## src/rtl/pidaw_pkg.sv

```systemverilog
// ----------------------------------------------------------------------------
// pidaw_pkg
// shared types and constants of the pid controller with integral clamp
// ----------------------------------------------------------------------------
package pidaw_pkg;

    localparam int MD_W     = 64;
    localparam int MD_CNT_W = $clog2(2 * MD_W);

    typedef struct packed {
        logic [MD_W-1:0] a;
        logic [MD_W-1:0] b;
        logic [MD_W-1:0] d;
        logic [MD_W-1:0] cap;
    } t_md_req;

    typedef enum logic [1:0] {
        MD_IDLE,
        MD_MUL,
        MD_DIV
    } t_md_phase;

    typedef enum logic [3:0] {
        S_IDLE,
        S_CHECK,
        S_DER_GO,
        S_DER_WAIT,
        S_ACC,
        S_INT_GO,
        S_INT_WAIT,
        S_RST_GO,
        S_RST_WAIT,
        S_MUL,
        S_SUM,
        S_OUT
    } t_state;

    typedef logic [1:0] t_status;
    localparam t_status ST_NORMAL  = 2'd0;
    localparam t_status ST_PRIME   = 2'd1;
    localparam t_status ST_TIMEOUT = 2'd2;
    localparam t_status ST_RESTART = 2'd3;

    typedef logic [2:0] t_cfg_idx;
    localparam t_cfg_idx CFG_PROP_GAIN    = 3'd0;
    localparam t_cfg_idx CFG_INT_TIME     = 3'd1;
    localparam t_cfg_idx CFG_DER_TIME     = 3'd2;
    localparam t_cfg_idx CFG_INT_LIMIT    = 3'd3;
    localparam t_cfg_idx CFG_FEEDFORWARD  = 3'd4;
    localparam t_cfg_idx CFG_DER_ON_FB    = 3'd5;
    localparam t_cfg_idx CFG_TIMEOUT      = 3'd6;
    localparam t_cfg_idx CFG_MIN_DT       = 3'd7;

endpackage

```

## src/rtl/pidaw_muldiv.sv

```systemverilog
// ----------------------------------------------------------------------------
// pidaw_muldiv
// shared serial unit: min(floor(a*b/d), cap), shift-add then restoring divide
// ----------------------------------------------------------------------------
module pidaw_muldiv import pidaw_pkg::*; (
    input  logic            i_clk,
    input  logic            i_rst_n,
    input  logic            i_start,
    input  t_md_req         i_req,
    output logic            o_done,
    output logic [MD_W-1:0] o_q
);

    t_md_phase             r_phase;
    logic [2*MD_W-1:0]     r_mcand;
    logic [MD_W-1:0]       r_mplier;
    logic [2*MD_W-1:0]     r_prod;
    logic [MD_W-1:0]       r_d;
    logic [MD_W-1:0]       r_cap;
    logic [MD_W-1:0]       r_rem;
    logic [MD_W-1:0]       r_q;
    logic                  r_over;
    logic [MD_CNT_W-1:0]   r_cnt;
    logic                  r_done;
    logic [MD_W-1:0]       r_res;

    logic [MD_W:0]         rem_sh;
    logic                  ge;
    logic [MD_W:0]         rem_sub;
    logic [MD_W-1:0]       n_rem;
    logic [MD_W-1:0]       n_q;
    logic                  n_over;

    always_comb begin
        rem_sh  = {r_rem, r_prod[2*MD_W-1]};
        ge      = rem_sh >= {1'b0, r_d};
        rem_sub = rem_sh - {1'b0, r_d};
        n_rem   = ge ? rem_sub[MD_W-1:0] : rem_sh[MD_W-1:0];
        n_q     = {r_q[MD_W-2:0], ge};
        n_over  = r_over | r_q[MD_W-1];
    end

    always_ff @(posedge i_clk) begin
        if (!i_rst_n) begin
            r_phase <= MD_IDLE;
            r_done  <= 1'b0;
        end else begin
            r_done <= 1'b0;
            unique case (r_phase)
                MD_IDLE: begin
                    if (i_start) begin
                        r_mcand  <= {{MD_W{1'b0}}, i_req.a};
                        r_mplier <= i_req.b;
                        r_prod   <= '0;
                        r_d      <= i_req.d;
                        r_cap    <= i_req.cap;
                        r_phase  <= MD_MUL;
                    end
                end
                MD_MUL: begin
                    if (r_mplier == '0) begin
                        r_phase <= MD_DIV;
                        r_cnt   <= '1;
                        r_rem   <= '0;
                        r_q     <= '0;
                        r_over  <= 1'b0;
                    end else begin
                        if (r_mplier[0]) begin
                            r_prod <= r_prod + r_mcand;
                        end
                        r_mcand  <= {r_mcand[2*MD_W-2:0], 1'b0};
                        r_mplier <= {1'b0, r_mplier[MD_W-1:1]};
                    end
                end
                MD_DIV: begin
                    r_prod <= {r_prod[2*MD_W-2:0], 1'b0};
                    r_rem  <= n_rem;
                    r_q    <= n_q;
                    r_over <= n_over;
                    if (r_cnt == '0) begin
                        r_res   <= (n_over || n_q > r_cap) ? r_cap : n_q;
                        r_done  <= 1'b1;
                        r_phase <= MD_IDLE;
                    end else begin
                        r_cnt <= r_cnt - 1'b1;
                    end
                end
                default: r_phase <= MD_IDLE;
            endcase
        end
    end

    assign o_done = r_done;
    assign o_q    = r_res;

endmodule

```

## config.mk

```make
export PLATFORM = sky130hd
export DESIGN_NAME = pidaw_muldiv
export DESIGN_NICKNAME = d
export VERILOG_FILES = /design/src/rtl/pidaw_pkg.sv /design/src/rtl/pidaw_muldiv.sv
export SDC_FILE = /design/constraint.sdc
export NUM_CORES = 1
export LEC_CHECK = 0
export ABC_AREA = 1
export BUFFER_PORTS_ARGS = -buffer_cell sky130_fd_sc_hd__buf_2
export CAP_MARGIN = 20
export CORE_UTILIZATION = 25
export DETAILED_ROUTE_END_ITERATION = 6
export PLACE_DENSITY = 0.47
export SYNTH_ARGS = -nofsm -noshare
export SYNTH_HDL_FRONTEND = slang
export SYNTH_SLANG_ARGS = --single-unit
```

## constraint.sdc

```tcl
create_clock -name i_clk -period 15.52 [get_ports i_clk]
set_input_delay 1.552 -clock i_clk [delete_from_list [all_inputs] [get_ports i_clk]]
set_output_delay 1.552 -clock i_clk [all_outputs]
set_load 0.01 [all_outputs]
```

==> metrics <==
status finished, final reports clean; hold wc startpoint r_cap[27]$_DFFE_PP_; CP startpoint kind flop; f_max 0.1832 GHz; Rows ~160; async set-or-reset flop fraction in the synthesized netlist 0; Die Y around 440 um; Final Hold Viols 0; fin crit period approximately 5.5 ns; global-route wire length before repair 269200 um; Seq cells post-synth between 600 and 700; DP HPWL about 150000 um; PortBufs roughly 320; Setup CP Type reg -> reg; CTS tree built; synthesized cell area between 40000 and 50000 sq um; fin nets a little under 8000; Post-CTS Hold Fix Bufs 0; DP Area 51590 sq um; via count between 40000 and 50000; Max Cap Violations 0; Skew-Pair Late Insertion Delay about 0.74 ns; Slew headroom 0.3113; Netlist cell types 39; depth of the worst hold-timing path 2; setup ws final 10.06 ns; Routed WL 182600 um; H-tree depth 3; Reg clk slew, reported paths approximately 0.060 ns; postcts setup bufs 0; Layout fillers ~21000; root buf cell clkbuf_16; Initial DRC Count 3049; most frequent cell after synthesis nand2_1; FF-to-FF path depth 25; Final ANT Viol Nets 0; Worst IR Drop VDD between 0.09 and 0.1 mV; Pwr Density between 150 and 200 nW/um^2; syn nets approximately 7400; wire per inst between 15 and 20 um; final-report setup violation count 0; Post-Place Worst Slack about 10 ns; grt total ovfl 0; full die area 190000 sq um; die width around 440 um; layout cell share with drive strength beyond 1 0.07474; Max FO, Critical Path 90; Total GRT Usage 0.1885; CTS-repair resized insts 0; top cells by area, synth edfxtp_1, nand2_1, inv_1; design area around 54000 sq um; measured slew at the worst slew-check pin slightly above 1 ns; unrepaired setup endpoints after global routing false; Worst Path Required ~16 ns; core area between 150000 and 200000 sq um; top cell type by total area after synthesis edfxtp_1; vias in the first global route between 40000 and 50000; largest buffer count on any clock path 3; reg2reg end o_q[17]$_DFFE_PP_; LEAKAGE ~28 nW; Area Growth Syn to Fin 15.66%; hold path endpoint o_q[27]$_DFFE_PP_; initial core utilization 0.2528; max-slew violations 0; Synthesis Warnings 0; setup tns final 0 ns; EDFF count, synth roughly 650; Ports 324; Pwr Total between 9 and 10 mW; Critical Path AT around 6 ns; placer congestion estimate just under 1; crit path capture type flop; initial antenna violation count 20; type of the worst min-delay path reg -> reg; Avg Inst Size Synth around 7 sq um; synth cell count leaders nand2_1, inv_1, edfxtp_1; RR Startpoint r_rem[49]$_SDFFCE_PN0P_; DRT Pass-1 Iters 6; clk sink count ~650; sequential area share after synthesis 0.4147; top cell type's share of synthesized area 0.4134; largest net degree at the start of global routing between 100 and 150; clock skew roughly 0.038 ns; DRC Markers 0; Post-Syn Instances a little under 7000; via/cell ratio 4.349; CTS Buf Count 85; Tcrit/Tclk final 0.3517; Top FF cell, synth edfxtp_1; worst reg2reg setup slack ~10 ns
-- power breakdown --
part	internal [mW]	switching, mW	total (mW)
Combinational	1.36	3.63	4.99
Sequential	2.56	0.258	2.82
Clock	1.17	0.877	2.04
-- cell type report --
class	instances	area (sq um)	share of cell area
Antenna cell	11	27.53	0.0005056
Clock buffer	101	2187	0.04017
Clock inverter	57	623.1	0.01144
Inverter	1427	5361	0.09847
Multi-Input combinational cell	4699	21800	0.4004
Sequential cell	651	19520	0.3585
Tap cell	2480	3103	0.05699
Timing Repair Buffer	344	1824	0.03351
-- metal layers --
| layer | GRT usage | vias up | wire [um] | part of all wire |
|---|---|---|---|---|
| met3 | 0.02102 | 203 | 7250 | 0.040 |
| met5 | 0 | - | 0 | 0 |
| li1 | - | 21825 | - | - |
| met1 | 0.2472 | 19596 | 82800 | 0.45 |
| met2 | 0.3240 | 863 | 87300 | 0.48 |
| met4 | 0.05501 | 0 | 5211 | 0.029 |
-- registers in the layout (all words and copies together) (netlist names) --
signal and count:
r_mcand 128, r_prod 128, o_q 64, r_cap 64, r_d 64, r_mplier 64
r_q 64, r_rem 64, r_cnt 7, r_phase 2, o_done 1, r_over 1
-- per-stage QoR --
step                      utilization  hold slack (ns)  instances
after floorplan                     -           0.4760       6887
after global placement         0.2770           0.5292       9600
after detailed placement       0.2770           0.5279       9600
after CTS                      0.2921           0.5340       9758
after global routing           0.2923           0.5633       9767
final                          0.2924           0.5341       9770
-- how the worst max path moves through the flow --
stage,startpoint,end
3_3_place_gp,r_rem[49]$_SDFFCE_PN0P_,o_q[30]$_DFFE_PP_
5_1_grt,r_rem[47]$_SDFFCE_PN0P_,o_q[17]$_DFFE_PP_
3_5_place_dp,i_start,r_mcand[118]$_SDFFCE_PN0P_
4_1_cts,r_rem[23]$_SDFFCE_PN0P_,o_q[17]$_DFFE_PP_
6_report,r_rem[49]$_SDFFCE_PN0P_,o_q[17]$_DFFE_PP_
2_1_floorplan,i_start,r_prod[0]$_DFFE_PP_
-- worst max-delay path, cell delays in order (launching register included) --
cell      delay [ns]
edfxtp_1        0.41
ha_1            0.41
a21oi_1         0.28
o21ai_1         0.11
a21oi_1         0.26
nor2_1          0.11
nor3_4          0.29
nand2_8         0.33
inv_2           0.85
ha_1            0.28
nor2_1          0.05
o21bai_1        0.11
nand2_1         0.07
nand2_1         0.06
nand2_1         0.05
nand2_1         0.05
nand2_1         0.04
nand2_1         0.05
nand2_1         0.05
nand2_1         0.07
nand2_1         0.05
nand2_2         0.07
nand2_2         0.34
buf_4           0.43
nand2_1         0.13
nand2_1         0.07
-- cell usage in the layout (no fill, tap or decap), types with 3 or more instances in the layout --
| master | n |
|---|---|
| nand2_1 | 2891 |
| inv_1 | 1419 |
| edfxtp_1 | 648 |
| nor2_1 | 575 |
| buf_2 | 323 |
| nand3_1 | 304 |
| ha_1 | 258 |
| a21oi_1 | 206 |
| o21ai_0 | 170 |
| clkbuf_16 | 85 |
| nor3_1 | 50 |
| nand4_1 | 43 |
| nand3b_1 | 34 |
| xor2_1 | 33 |
| or2_2 | 22 |
| nor2_2 | 21 |
| clkinv_1 | 19 |
| buf_4 | 17 |
| clkbuf_1 | 16 |
| clkinv_2 | 15 |
| o21bai_1 | 14 |
| a32o_1 | 14 |
| diode_2 | 11 |
| nand2_2 | 10 |
| nor4_1 | 9 |
| bufinv_16 | 9 |
| and3_1 | 8 |
| xnor2_1 | 7 |
| inv_2 | 6 |
| nor2_4 | 5 |
| and2_1 | 5 |
| clkinvlp_4 | 5 |
| buf_12 | 4 |
| o21a_1 | 3 |
| clkinv_16 | 3 |
| dfxtp_1 | 3 |
-- kinds of logic after synthesis --
family,after synthesis,synth area share
compound gates,414,0.04673
flops,651,0.4147
fa+ha+maj,262,0.06996
xor+xnor,40,0.007443
simple gates,3983,0.3373
buf+inv,1537,0.1239
Power figures use the tool's default switching activity.
